==> config.mk <==
export PLATFORM = sky130hd
export DESIGN_NAME = vlsm_subnet_allocator
export DESIGN_NICKNAME = d
export VERILOG_FILES = /design/src/design/vsa_pkg.sv /design/src/design/vlsm_subnet_allocator.sv /design/src/design/vsa_ram.sv /design/src/design/vsa_front.sv /design/src/design/vsa_queue.sv /design/src/design/vsa_back.sv
export SDC_FILE = /design/constraint.sdc
export NUM_CORES = 1
export LEC_CHECK = 0
export ABC_AREA = 0
export CAP_MARGIN = 20
export CORE_UTILIZATION = 45
export CTS_BUF_LIST = sky130_fd_sc_hd__clkbuf_4 sky130_fd_sc_hd__clkbuf_8
export DETAILED_ROUTE_END_ITERATION = 8
export DONT_BUFFER_PORTS = 1
export GPL_ROUTABILITY_DRIVEN = 0
export RECOVER_POWER = 50
export SYNTH_ARGS = -nofsm -noshare
export SYNTH_HDL_FRONTEND = slang
export SYNTH_HIERARCHICAL = 1
export SYNTH_SLANG_ARGS = --single-unit
==> constraint.sdc <==
create_clock -name clk -period 13.3 [get_ports clk]
set_clock_uncertainty 0.2 [all_clocks]
set_input_delay 0 -clock clk [delete_from_list [all_inputs] [get_ports clk]]
set_output_delay 0 -clock clk [all_outputs]
set_load 0.02 [all_outputs]
==> src/design/vsa_pkg.sv <==
package vsa_pkg;

	localparam int HOSTS_W  = 16;
	localparam int NUM_W    = 6;
	localparam int ADDR_W   = 8;
	localparam int SIZE_W   = 9;
	localparam int PFX_W    = 5;
	localparam int ENTRY_W  = NUM_W + HOSTS_W;
	localparam int Q_DEPTH  = 4;
	localparam int Q_CNT_W  = 3;
	localparam int SPACE    = 256;
	localparam int MAX_BITS = 8;

	localparam logic [1:0] ST_OK       = 2'd0;
	localparam logic [1:0] ST_TOO_BIG  = 2'd1;
	localparam logic [1:0] ST_NO_SPACE = 2'd2;

	typedef struct packed {
		logic [HOSTS_W-1:0] required_hosts;
		logic               last_request;
	} in_t;

	typedef struct packed {
		logic [NUM_W-1:0]   subnet_number;
		logic [1:0]         status;
		logic [HOSTS_W-1:0] hosts_echo;
		logic [ADDR_W-1:0]  network_addr;
		logic [ADDR_W-1:0]  first_host_addr;
		logic [ADDR_W-1:0]  last_host_addr;
		logic [ADDR_W-1:0]  broadcast_addr;
		logic [PFX_W-1:0]   prefix_len;
		logic [SIZE_W-1:0]  block_size;
		logic               last_result;
	} out_t;

	// queue entry: classified request
	typedef struct packed {
		logic [NUM_W-1:0]   number;
		logic [HOSTS_W-1:0] hosts;
		logic               keep;
		logic               last;
	} req_t;

	typedef struct packed {
		logic [NUM_W-1:0]   number;
		logic [HOSTS_W-1:0] hosts;
	} entry_t;

	typedef enum logic [2:0] {
		COLLECT,
		SORT_RDI,
		SORT_LDI,
		SORT_RDJ,
		SORT_CMP,
		SORT_WRI,
		ALLOC_RD,
		ALLOC_EMIT
	} back_state_t;

endpackage

==> src/design/vlsm_subnet_allocator.sv <==
// VLSM subnet allocator for one 256-address space. Requests are taken one
// beat per cycle while the queue is not full into a four-entry queue and
// stored in a single-port-write memory; the beat with last_request closes
// the set. Stored requests are then exchange-sorted in that memory while no
// new request is drained from the queue; after that result beats leave one
// at a time, each waiting for the memory's registered read and held while
// out_stall is high. start_offset may be written only while the block is
// idle; cfg_ready is always high.
module vlsm_subnet_allocator #(
	parameter int MAX_SUBNETS = 32
) (
	input  logic                        clk,
	input  logic                        arst_n,
	input  logic                        cfg_valid,
	output logic                        cfg_ready,
	input  logic [vsa_pkg::ADDR_W-1:0]  cfg_data,
	input  logic                        in_valid,
	output logic                        in_stall,
	input  vsa_pkg::in_t                in_data,
	output logic                        out_valid,
	input  logic                        out_stall,
	output vsa_pkg::out_t               out_data
);

	logic                       push, pop, q_full, q_empty;
	vsa_pkg::req_t              push_data, q_head;
	logic [vsa_pkg::ADDR_W-1:0] start_q;

	assign cfg_ready = 1'b1;

	// start offset register
	always_ff @(posedge clk or negedge arst_n) begin
		if (!arst_n) begin
			start_q <= '0;
		end else if (cfg_valid && cfg_ready) begin
			start_q <= cfg_data;
		end
	end

	vsa_front #(.MAX_SUBNETS(MAX_SUBNETS)) u_front (
		.clk      (clk),
		.arst_n   (arst_n),
		.in_valid (in_valid),
		.in_stall (in_stall),
		.in_data  (in_data),
		.push     (push),
		.push_data(push_data),
		.q_full   (q_full)
	);

	vsa_queue u_queue (
		.clk      (clk),
		.arst_n   (arst_n),
		.push     (push),
		.push_data(push_data),
		.full     (q_full),
		.pop      (pop),
		.head     (q_head),
		.empty    (q_empty)
	);

	vsa_back #(.MAX_SUBNETS(MAX_SUBNETS)) u_back (
		.clk         (clk),
		.arst_n      (arst_n),
		.start_offset(start_q),
		.q_empty     (q_empty),
		.q_head      (q_head),
		.pop         (pop),
		.out_valid   (out_valid),
		.out_stall   (out_stall),
		.out_data    (out_data)
	);

endmodule

==> src/design/vsa_ram.sv <==
module vsa_ram #(
	parameter int WIDTH = 8,
	parameter int DEPTH = 32
) (
	input  logic                                 clk,
	input  logic                                 we,
	input  logic [(DEPTH > 1 ? $clog2(DEPTH) : 1)-1:0] waddr,
	input  logic [WIDTH-1:0]                     wdata,
	input  logic [(DEPTH > 1 ? $clog2(DEPTH) : 1)-1:0] raddr,
	output logic [WIDTH-1:0]                     rdata
);

	logic [WIDTH-1:0] mem_q [DEPTH];

	always_ff @(posedge clk) begin
		if (we) begin
			mem_q[waddr] <= wdata;
		end
		rdata <= mem_q[raddr];
	end

endmodule

==> src/design/vsa_front.sv <==
// Accepts request beats, numbers them and marks drops once the store is full.
module vsa_front #(
	parameter int MAX_SUBNETS = 32
) (
	input  logic           clk,
	input  logic           arst_n,
	input  logic           in_valid,
	output logic           in_stall,
	input  vsa_pkg::in_t   in_data,
	output logic           push,
	output vsa_pkg::req_t  push_data,
	input  logic           q_full
);

	localparam int CW = $clog2(MAX_SUBNETS + 1);

	logic [CW-1:0] count_q;
	logic          keep;

	assign in_stall = q_full;
	assign push     = in_valid && !q_full;
	assign keep     = count_q < CW'(MAX_SUBNETS);

	// classification of the incoming beat
	always_comb begin
		push_data.number = vsa_pkg::NUM_W'(count_q + CW'(1));
		push_data.hosts  = in_data.required_hosts;
		push_data.keep   = keep;
		push_data.last   = in_data.last_request;
	end

	// arrival counter, restarts after the closing beat
	always_ff @(posedge clk or negedge arst_n) begin
		if (!arst_n) begin
			count_q <= '0;
		end else if (push) begin
			if (in_data.last_request) begin
				count_q <= '0;
			end else if (keep) begin
				count_q <= count_q + CW'(1);
			end
		end
	end

endmodule

==> src/design/vsa_queue.sv <==
// Small request queue between front and back.
module vsa_queue (
	input  logic          clk,
	input  logic          arst_n,
	input  logic          push,
	input  vsa_pkg::req_t push_data,
	output logic          full,
	input  logic          pop,
	output vsa_pkg::req_t head,
	output logic          empty
);

	localparam int PW = $clog2(vsa_pkg::Q_DEPTH);

	vsa_pkg::req_t                 slot_q [vsa_pkg::Q_DEPTH];
	logic [PW-1:0]                 wr_q;
	logic [PW-1:0]                 rd_q;
	logic [vsa_pkg::Q_CNT_W-1:0]   cnt_q;

	assign full  = cnt_q == vsa_pkg::Q_CNT_W'(vsa_pkg::Q_DEPTH);
	assign empty = cnt_q == '0;
	assign head  = slot_q[rd_q];

	always_ff @(posedge clk) begin
		if (push) begin
			slot_q[wr_q] <= push_data;
		end
	end

	always_ff @(posedge clk or negedge arst_n) begin
		if (!arst_n) begin
			wr_q  <= '0;
			rd_q  <= '0;
			cnt_q <= '0;
		end else begin
			if (push) wr_q <= wr_q + PW'(1);
			if (pop)  rd_q <= rd_q + PW'(1);
			case ({push, pop})
				2'b10:   cnt_q <= cnt_q + vsa_pkg::Q_CNT_W'(1);
				2'b01:   cnt_q <= cnt_q - vsa_pkg::Q_CNT_W'(1);
				default: cnt_q <= cnt_q;
			endcase
		end
	end

endmodule

==> src/design/vsa_back.sv <==
// Stores a set, exchange-sorts it in memory, then places blocks one per beat.
module vsa_back #(
	parameter int MAX_SUBNETS = 32
) (
	input  logic                        clk,
	input  logic                        arst_n,
	input  logic [vsa_pkg::ADDR_W-1:0]  start_offset,
	input  logic                        q_empty,
	input  vsa_pkg::req_t               q_head,
	output logic                        pop,
	output logic                        out_valid,
	input  logic                        out_stall,
	output vsa_pkg::out_t               out_data
);

	localparam int AW = MAX_SUBNETS > 1 ? $clog2(MAX_SUBNETS) : 1;
	localparam int CW = $clog2(MAX_SUBNETS + 1);

	vsa_pkg::back_state_t state_q, state_d;

	logic [CW-1:0]              cnt_q, cnt_d;
	logic [CW-1:0]              i_q, i_d, j_q, j_d, k_q, k_d;
	vsa_pkg::entry_t            cur_q, cur_d;
	logic [vsa_pkg::SIZE_W-1:0] fp_q, fp_d;

	logic                       we;
	logic [AW-1:0]              waddr, raddr;
	vsa_pkg::entry_t            wdata, rdata;

	logic                       out_valid_q;
	vsa_pkg::out_t              out_q, res;
	logic                       emit;

	// block sizing for the entry at the read port
	logic [vsa_pkg::HOSTS_W:0]  needed;
	logic [3:0]                 hbits;
	logic [vsa_pkg::SIZE_W-1:0] size;
	logic [vsa_pkg::SIZE_W:0]   end_addr;
	logic [vsa_pkg::ADDR_W-1:0] net, bc;

	vsa_ram #(.WIDTH(vsa_pkg::ENTRY_W), .DEPTH(MAX_SUBNETS)) u_store (
		.clk  (clk),
		.we   (we),
		.waddr(waddr),
		.wdata(wdata),
		.raddr(raddr),
		.rdata(rdata)
	);

	always_comb begin
		needed = {1'b0, rdata.hosts} + (vsa_pkg::HOSTS_W + 1)'(2);
		hbits  = 4'd9;
		for (int b = vsa_pkg::MAX_BITS; b >= 1; b--) begin
			if (((vsa_pkg::HOSTS_W + 1)'(1) << b) >= needed) hbits = 4'(b);
		end
		size     = vsa_pkg::SIZE_W'(1) << hbits[3:0];
		end_addr = {1'b0, fp_q} + {1'b0, size};
		net      = fp_q[vsa_pkg::ADDR_W-1:0];
		bc       = net + size[vsa_pkg::ADDR_W-1:0] - vsa_pkg::ADDR_W'(1);

		res                 = '0;
		res.subnet_number   = rdata.number;
		res.hosts_echo      = rdata.hosts;
		res.last_result     = (k_q + CW'(1)) == cnt_q;
		if (hbits > 4'(vsa_pkg::MAX_BITS)) begin
			res.status = vsa_pkg::ST_TOO_BIG;
		end else if (end_addr > (vsa_pkg::SIZE_W + 1)'(vsa_pkg::SPACE)) begin
			res.status = vsa_pkg::ST_NO_SPACE;
		end else begin
			res.status          = vsa_pkg::ST_OK;
			res.network_addr    = net;
			res.first_host_addr = net + vsa_pkg::ADDR_W'(1);
			res.last_host_addr  = bc - vsa_pkg::ADDR_W'(1);
			res.broadcast_addr  = bc;
			res.prefix_len      = vsa_pkg::PFX_W'(6'd32 - {2'b0, hbits});
			res.block_size      = size;
		end
	end

	// sequencer: collect, sort, allocate
	always_comb begin
		state_d = state_q;
		cnt_d   = cnt_q;
		i_d     = i_q;
		j_d     = j_q;
		k_d     = k_q;
		cur_d   = cur_q;
		fp_d    = fp_q;
		pop     = 1'b0;
		we      = 1'b0;
		waddr   = cnt_q[AW-1:0];
		wdata   = '{number: q_head.number, hosts: q_head.hosts};
		raddr   = i_q[AW-1:0];
		emit    = 1'b0;
		case (state_q)
			vsa_pkg::COLLECT: begin
				if (!q_empty) begin
					pop = 1'b1;
					we  = q_head.keep;
					if (q_head.keep) cnt_d = cnt_q + CW'(1);
					if (q_head.last) begin
						i_d  = '0;
						k_d  = '0;
						fp_d = {1'b0, start_offset};
						if (cnt_d >= CW'(2)) begin
							state_d = vsa_pkg::SORT_RDI;
						end else if (cnt_d == CW'(1)) begin
							state_d = vsa_pkg::ALLOC_RD;
						end else begin
							cnt_d = '0;
						end
					end
				end
			end
			vsa_pkg::SORT_RDI: begin
				raddr   = i_q[AW-1:0];
				state_d = vsa_pkg::SORT_LDI;
			end
			vsa_pkg::SORT_LDI: begin
				cur_d   = rdata;
				j_d     = i_q + CW'(1);
				state_d = vsa_pkg::SORT_RDJ;
			end
			vsa_pkg::SORT_RDJ: begin
				raddr   = j_q[AW-1:0];
				state_d = vsa_pkg::SORT_CMP;
			end
			vsa_pkg::SORT_CMP: begin
				raddr = j_q[AW-1:0];
				if (cur_q.hosts < rdata.hosts) begin
					we    = 1'b1;
					waddr = j_q[AW-1:0];
					wdata = cur_q;
					cur_d = rdata;
				end
				if (j_q + CW'(1) == cnt_q) begin
					state_d = vsa_pkg::SORT_WRI;
				end else begin
					j_d     = j_q + CW'(1);
					state_d = vsa_pkg::SORT_RDJ;
				end
			end
			vsa_pkg::SORT_WRI: begin
				we    = 1'b1;
				waddr = i_q[AW-1:0];
				wdata = cur_q;
				i_d   = i_q + CW'(1);
				if (i_q + CW'(2) >= cnt_q) begin
					state_d = vsa_pkg::ALLOC_RD;
				end else begin
					state_d = vsa_pkg::SORT_RDI;
				end
			end
			vsa_pkg::ALLOC_RD: begin
				raddr   = k_q[AW-1:0];
				state_d = vsa_pkg::ALLOC_EMIT;
			end
			vsa_pkg::ALLOC_EMIT: begin
				raddr = k_q[AW-1:0];
				if (!out_valid_q || !out_stall) begin
					emit = 1'b1;
					if (res.status == vsa_pkg::ST_OK) fp_d = fp_q + size;
					if (res.last_result) begin
						cnt_d   = '0;
						state_d = vsa_pkg::COLLECT;
					end else begin
						k_d     = k_q + CW'(1);
						state_d = vsa_pkg::ALLOC_RD;
					end
				end
			end
			default: state_d = vsa_pkg::COLLECT;
		endcase
	end

	always_ff @(posedge clk or negedge arst_n) begin
		if (!arst_n) begin
			state_q     <= vsa_pkg::COLLECT;
			cnt_q       <= '0;
			out_valid_q <= 1'b0;
		end else begin
			state_q <= state_d;
			cnt_q   <= cnt_d;
			if (emit) begin
				out_valid_q <= 1'b1;
			end else if (!out_stall) begin
				out_valid_q <= 1'b0;
			end
		end
	end

	always_ff @(posedge clk) begin
		i_q   <= i_d;
		j_q   <= j_d;
		k_q   <= k_d;
		cur_q <= cur_d;
		fp_q  <= fp_d;
		if (emit) out_q <= res;
	end

	assign out_valid = out_valid_q;
	assign out_data  = out_q;

	// a kept request always finds room in the store
	a_store_room: assert property (@(posedge clk) disable iff (!arst_n)
		(pop && q_head.keep) |-> (cnt_q < CW'(MAX_SUBNETS)))
		else $error("store overflow");

	// sorting only runs on sets of two or more
	a_sort_size: assert property (@(posedge clk) disable iff (!arst_n)
		(state_q == vsa_pkg::SORT_RDI) |-> (cnt_q >= CW'(2)))
		else $error("sort on short set");

	// the final result of a set sends the sequencer back to collecting
	a_set_close: assert property (@(posedge clk) disable iff (!arst_n)
		(emit && res.last_result) |=> (state_q == vsa_pkg::COLLECT && cnt_q == '0))
		else $error("set not closed");

endmodule
==> results of run 1 <==
worst paths after layout:
| kind | depth (start not counted) | endpoint | start | slack, ns |
|---|---|---|---|---|
| setup / recovery | 10 | u_back/u_store/mem_q[21][14] | u_back/u_store/rdata[13] | 5.46 |
| hold / removal | 3 | start_q[2] | cfg_data[2] | 0.24 |
| setup reg to reg | 10 | u_back/u_store/mem_q[21][14] | u_back/u_store/rdata[13] | 5.46 |
| hold reg to reg | 0 | u_back/out_data[67] | u_back/u_store/rdata[18] | 0.26 |
| max in group asynchronous | 4 | start_q[7] | arst_n | 10.87 |
| min in group asynchronous | 4 | u_front/count_q[3] | arst_n | 0.94 |
registers in the layout, summed over array words and instances, names as in the netlist:
register / cells
u_back/u_store/mem_q: 704
u_back/i_q: 6
u_back/fp_q: 9
u_queue/rd_q: 2
u_back/out_valid: 1
u_queue/wr_q: 2
u_back/cur_q: 22
u_back/cnt_q: 6
u_back/j_q: 6
u_back/u_store/rdata: 22
u_front/count_q: 6
start_q: 8
u_back/k_q: 6
u_back/state_q: 3
u_queue/cnt_q: 3
u_back/out_data: 71
u_queue/slot_q: 96
per-layer routing:
metal | global-route usage | wire (um) | vias to the layer above
met4 | 0.0696 | 2370 | 0
met3 | 0.0378 | 7170 | 157
li1 | - | - | 10198
met5 | 0 | 0 | -
met1 | 0.302 | 42600 | 11674
met2 | 0.348 | 47200 | 917
layout by cell type, fill, tap and decap left out, drive strengths merged, types with 24 or more instances in the layout:
| master | Yosys | final |
|---|---|---|
| mux2i | 358 | 358 |
| a22oi | 93 | 93 |
| ha | 65 | 65 |
| inv | 74 | 82 |
| clkinv | 2 | 42 |
| clkbuf | 47 | 231 |
| nor2 | 120 | 120 |
| nand3 | 76 | 76 |
| nand4 | 32 | 32 |
| edfxtp | 920 | 920 |
| mux2 | 36 | 36 |
| xnor2 | 40 | 40 |
| a22o | 45 | 45 |
| a31oi | 30 | 30 |
| mux4 | 24 | 24 |
| a21oi | 88 | 88 |
| nand2 | 91 | 91 |
| dlygate4sd3 | 0 | 60 |
| dfrtp | 31 | 31 |
| o21ai | 38 | 38 |
| nor3 | 38 | 38 |
| buf | 99 | 43 |
cells by family (layout without fill, tap and decap cells):
| logic type | after synthesis | after routing | share of synthesized area |
|---|---|---|---|
| flip-flops | 973 | 973 | 0.705 |
| XOR/XNOR | 63 | 63 | 0.0135 |
| adder cells (fa/ha/maj) | 68 | 68 | 0.0214 |
| multiplexers | 418 | 418 | 0.112 |
| buffers and inverters | 222 | 463 | 0.0308 |
| AND/OR/NAND/NOR | 448 | 448 | 0.0542 |
| other | 1 | 3 | 0.0000917 |
| AO/OA/AOI/OAI | 370 | 370 | 0.0625 |
worst reg2reg max path: cells and delay by family, from the launching register on:
family                     cells  cell delay, ns
AOI/OAI and AO/OA              2            3.56
and+or+nand+nor                5            2.38
DFF                            1            0.51
buffers and inverters          2            0.54
adders and majority gates      1            0.35
cell type report:
type                            instances  area, um^2
Fill cell                            7416       44500
Sequential cell                       973       28800
Multi-Input combinational cell       1368       10900
Clock buffer                          224        2730
Tap cell                             1176        1470
Timing Repair Buffer                  111         985
Clock inverter                         52         314
Inverter                               76         285
Antenna cell                            2        5.00
through the flow:
stage          utilization  area (um^2)  worst slack (ns)
3_5_place_dp         0.466        42000              6.52
3_3_place_gp         0.466        42000              6.83
6_report             0.506        45500              5.46
5_1_grt              0.506        45500              4.74
4_1_cts              0.507        45600              6.45
2_1_floorplan            -        40900              7.76
where the power goes:
| part | switching, mW | internal, mW | total, mW |
|---|---|---|---|
| clock network | 1.16 | 1.33 | 2.49 |
| logic | 2.38 | 1.19 | 3.56 |
| registers | 0.406 | 4.08 | 4.48 |
| total | 3.95 | 6.59 | 10.5 |
==> impl_metrics.csv, run 1 <==
group,metric,value,unit
floorplanning,fp-row-count,110,
route,drc_errors,0,
pwr,ir_worst_vdd,0.295,mV
sta,final.setup.tns,0,ns
cts,hold_buffers,62,
flow_run,maxCapViolCount,9,
floorplanning,die-area,92100,um^2
yosys,yosys_register_bits,973,
global_route,grtUsageTotal,0.217,
worst_setup_path,cpLargestDelayFamily,"compound AO/OA/AOI/OAI gates",
cts,clk_latency,0.81,ns
place,portBuffers,0,
sta,relSlewSlack,-1.95,
yosys,yosysTopAreaCell,"edfxtp_1",
worst_setup_path,critPathLaunchType,"flop",
route,drtAntennaViolNets,0,
sta,post-route-min-period,7.84,ns
sta,rsz0062_at_grt,"false",
floorplanning,die-width,303,um
route,wl_per_cell,24.9,um
yosys,synth_area_leaders,"edfxtp_1 68%, mux2i_1 8.8%, ha_1 2.0%, dfrtp_1 1.9%, a22oi_1 1.7%",
global_route,grt_pass1_wl,147000,um
cts,clock_sinks,973,
yosys,syn_area,40900,um^2
worst_setup_path,crit_path_max_fanout,24,
route,vias_per_cell,5.76,
min_path,hp-class,"in -> reg",
worst_setup_path,crit_buf_inv,2,
yosys,yosysTopAreaCellShare,0.676,
floorplanning,chipHeight,303,um
worst_setup_path,end_kind,"flop",
yosys,syn_inst,2563,
cts,cts_setup_buffers,0,
yosys,ys_warn_count,6,
floorplanning,start_util,0.454,
worst_setup_path,slowest_delay,3.30,ns
worst_setup_path,crit_arrival,8.14,ns
pwr,finalPower,10.5,mW
place,place_hpwl,57500,um
floorplanning,coreArea,90000,um^2
final_layout,nets,2783,
sta,fmax,128,MHz
route,num_vias,22946,
place,dp.cells,3642,
yosys,synth_edf_count,920,
worst_setup_path,worstPathRequired,13.61,ns
global_route,grt-ovfl-total,0,
yosys,yosysSeqAreaShare,0.705,
yosys,synth-async-reset-ratio,0.0319,
route,first_iter_violations,2267,
sta,whs,0.241,ns
cts,clockRootBuffer,"clkbuf_8",
yosys,ys_types,81,
run_status,violations,"max-capacitance violations, max-slew violations",
final_layout,syn_to_final_growth,11.4,%
yosys,syn_nets,2661,
cts,htree_levels,4,
worst_setup_path,slowest_stage,"o21ai_0",
route,wirelength,99300,um
worst_setup_path,path_cells,"inv_1 -> ha_1 -> nand4_1 -> nor3_1 -> a21oi_1 -> o21ai_0 -> nand2_1 -> nand3b_1 -> nor2_2 -> buf_4",
sta,fin_crit_sh,0.589,
sta,finalHoldViolCount,0,
sta,drv_slew,279,
floorplanning,io_pins,104,
yosys,avgSynthCellArea,16.0,um^2
cts,clk_pin_slew_worst_paths,0.06,ns
route,dr.pass1.iters,5,
global_route,grt_max_degree,132,
yosys,synth_most_common_cell,"edfxtp_1",
cts,clockBufferDepth,3,
pwr,power_density,232,nW/um^2
global_route,grt_pass1_vias,22892,
cts,cts_buffers,155,
worst_setup_path,worst-setup-path-type,"reg -> reg",
final_layout,final_cells,3982,
cts,cts_resized,0,
sta,finalSetupViolCount,0,
run_status,status,"finished with violations",
yosys,ys.flop_type,"edfxtp_1",
cts,cts_tree,"yes",
yosys,synthTopCellsByCount,"920 x edfxtp_1, 358 x mux2i_1, 117 x nor2_1, 93 x a22oi_1, 91 x nand2_1",
global_route,antenna_found_initial,4,
sta,worst_pin_slew,4.38,ns
pwr,p_leak,16.0,nW
final_layout,layout-drive-gt1-share,0.134,
Note: power is estimated with default switching activity, not from simulation.
==> run 2: changes to the inputs <==
--- a/config.mk
+++ b/config.mk
@@ -5,7 +5,7 @@
 export SDC_FILE = /design/constraint.sdc
 export NUM_CORES = 1
 export LEC_CHECK = 0
-export ABC_AREA = 0
+export ABC_AREA = 1
 export CAP_MARGIN = 20
 export CORE_UTILIZATION = 45
 export CTS_BUF_LIST = sky130_fd_sc_hd__clkbuf_4 sky130_fd_sc_hd__clkbuf_8
==> constraint.sdc (replaced) <==
create_clock -name clk -period 7.2 [get_ports clk]
set_clock_uncertainty 0.2 [all_clocks]
set_input_delay 0 -clock clk [delete_from_list [all_inputs] [get_ports clk]]
set_output_delay 0 -clock clk [all_outputs]
set_load 0.02 [all_outputs]
==> impl_metrics.csv, run 2 <==
group,metric,value,unit
yosys,synth-compound-area-share,0.0355,
sta,fin_crit_sh,0.896,
yosys,yosys_register_bits,973,
cts,clock_sinks,973,
place,dp_slack,1.28,ns
cts,clk_pin_slew_worst_paths,0.06,ns
min_path,hp-class,"in -> reg",
sta,final.setup.tns,0,ns
place,place_hpwl,61800,um
worst_setup_path,crit_path_max_fanout,89,
route,num_vias,28597,
floorplanning,die-area,96100,um^2
sta,worst_pin_slew,4.14,ns
floorplanning,start_util,0.456,
final_layout,nets,4127,
worst_setup_path,worstPathRequired,7.39,ns
sta,layout_setup_ws,0.750,ns
yosys,synth_top_family_by_area,"simple AND/OR/NAND/NOR gates",
sta,finalHoldViolCount,0,
worst_setup_path,slowest_delay,2.94,ns
sta,drv_slew,373,
worst_setup_path,worst-setup-path-type,"reg -> reg",
route,drtAntennaViolNets,0,
worst_setup_path,slowest_stage,"clkbuf_1",
yosys,yosysSeqAreaShare,0.676,
final_layout,layout-drive-gt1-share,0.105,
cts,hold_buffers,67,
sta,post-route-min-period,6.45,ns
yosys,ys_warn_count,6,
floorplanning,io_pins,104,
route,first_iter_violations,2453,
yosys,synth-xor-area-share,0.00862,
worst_setup_path,path_cells,"clkbuf_1 -> o211ai_1 -> nand2_1 -> inv_1 -> a21oi_1 -> o21ai_0 -> o211ai_1 -> clkbuf_1",
worst_setup_path,rrSetupSlack,0.75,ns
worst_setup_path,end_kind,"flop",
final_layout,largest_reg_flops,704,
yosys,syn_nets,4008,
flow_run,maxCapViolCount,13,
route,vias_per_cell,5.29,
yosys,synth_fa_ha_area_frac,0.0205,
yosys,ys.flop_type,"edfxtp_1",
min_path,hold_end,"u_front/count_q[1]",
yosys,synth-simple-area-share,0.211,
final_layout,most-common-layout-cells,"1,322 x nand2_1, 920 x edfxtp_1, 596 x nand3_1, 231 x inv_1, 174 x clkbuf_8",
global_route,grt_max_degree,180,
yosys,synth_most_common_cell,"nand2_1",
global_route,antenna_found_initial,1,
route,wirelength,107000,um
global_route,grtUsageTotal,0.225,
final_layout,utilization,0.512,
global_route,grt-ovfl-total,0,
yosys,ys_types,46,
sta,relSlewSlack,-1.76,
final_layout,regMostFlops,"u_back/u_store/mem_q",
min_path,hp-start,"in_valid",
cts,cts_tree,"yes",
final_layout,num-fill-cells,8279,
sta,finalSetupViolCount,0,
yosys,syn_area,42700,um^2
worst_setup_path,worst-r2r-cell-count,8,
yosys,synth_edf_count,920,
cts,clockBufferDepth,3,
cts,htree_levels,4,
global_route,grt_pass1_vias,27690,
worst_setup_path,rr_startpoint,"u_queue/rd_q[0]",
sta,rsz0062_at_grt,"false",
run_status,status,"finished with violations",
sta,fmax,155,MHz
yosys,yosysTopAreaCell,"edfxtp_1",
yosys,synth_area_leaders,"edfxtp_1 65%, nand2_1 12%, nand3_1 7.0%, inv_1 2.0%, ha_1 1.9%",
final_layout,syn_to_final_growth,12.3,%
yosys,synth-async-reset-ratio,0.0319,
route,dr.pass1.iters,6,
worst_setup_path,timing.rr.end,"u_back/u_store/mem_q[16][6]",
worst_setup_path,crit_arrival,6.64,ns
yosys,syn_inst,3910,
min_path,hold_depth,6,
cts,cts_buffers,163,
floorplanning,coreArea,93600,um^2
place,portBuffers,0,
yosys,yosysTopAreaCellShare,0.647,
cts,clk_latency,0.85,ns
floorplanning,die-width,310,um
yosys,synthTopCellsByCount,"1,325 x nand2_1, 920 x edfxtp_1, 596 x nand3_1, 229 x inv_1, 150 x nor2_1",
yosys,synthMuxAreaShare,0.000469,
run_status,violations,"max-capacitance violations, max-slew violations",
cts,clockRootBuffer,"clkbuf_8",
route,wl_per_cell,19.8,um
final_layout,final_common_cell,"nand2_1",
cts,cts_resized,0,
route,drc_errors,0,
cts,cts_setup_buffers,0,
floorplanning,chipHeight,310,um
worst_setup_path,critPathLaunchType,"flop",
yosys,avgSynthCellArea,10.9,um^2
floorplanning,fp-row-count,112,
global_route,grt_pass1_wl,165000,um
==> run 2: changes by cell type after synthesis, moves of 45 or more <==
cell,change
nand2_1,+1234
nand3_1,+520
mux2i_1,-356
inv_1,+155
a22oi_1,-88
buf_2,+57
o211ai_1,+57
a22o_1,-45
==> run 2: how the worst max path moves through the flow <==
stage | depth (start not counted) | startpoint | endpoint | slack, ns
global placement | 35 | u_back/u_store/rdata[1] | u_back/fp_q[0] | 1.38
detailed placement | 32 | u_back/u_store/rdata[1] | u_back/out_data[16] | 1.28
CTS | 37 | u_back/u_store/rdata[1] | u_back/out_data[16] | 1.28
floorplan | 6 | u_back/state_q[1] | u_back/out_data[0] | 1.63
global route | 8 | u_queue/rd_q[0] | u_back/u_store/mem_q[20][13] | 0.27
finish | 8 | u_queue/rd_q[0] | u_back/u_store/mem_q[16][6] | 0.75
==> run 2: routing by layer <==
layer	GRT usage	share of wire
met1	0.303	0.44
met2	0.369	0.48
met3	0.0437	0.062
met4	0.0705	0.019
met5	0	0
==> run 2: worst max-delay path, delay by kind of cell, from the launching register on <==
family / cells / cell delay [ns]
and+or+nand+nor: 1 / 0.27
buffers and inverters: 3 / 4.18
DFF: 1 / 0.56
AOI/OAI and AO/OA: 4 / 0.70
==> run 2: area by class of cell <==
type                            instances  area, um^2  area share
Clock buffer                          237        2870      0.0598
Sequential cell                       973       28800       0.602
Multi-Input combinational cell       2485       11900       0.249
Inverter                              244         931      0.0194
Tap cell                             1254        1570      0.0327
Clock inverter                         48         418     0.00872
Timing Repair Buffer                  162        1380      0.0288
Antenna cell                            2        5.00    0.000104
==> run 2: cells by family after synthesis <==
family          Yosys count
buf+inv                 452
fa+ha+maj                68
mux                       2
compound gates          224
flops                   973
other cells               1
xor+xnor                 42
simple gates           2148
==> run 2: metrics by stage <==
stage                     cell area [um^2]  hold slack, ns  instances
after CTS                            48100         0.00773       5402
final                                47900          0.0834       5405
after detailed placement             44100          -0.494       5050
after floorplan                      42700          -0.496       3910
after global placement               44100          -0.494       5050
after global routing                 47900          0.0766       5405
Power of run 2 is left out: the tool's default activity adds up to more than one toggle a clock period on the data nets, which glitch-free logic cannot reach.
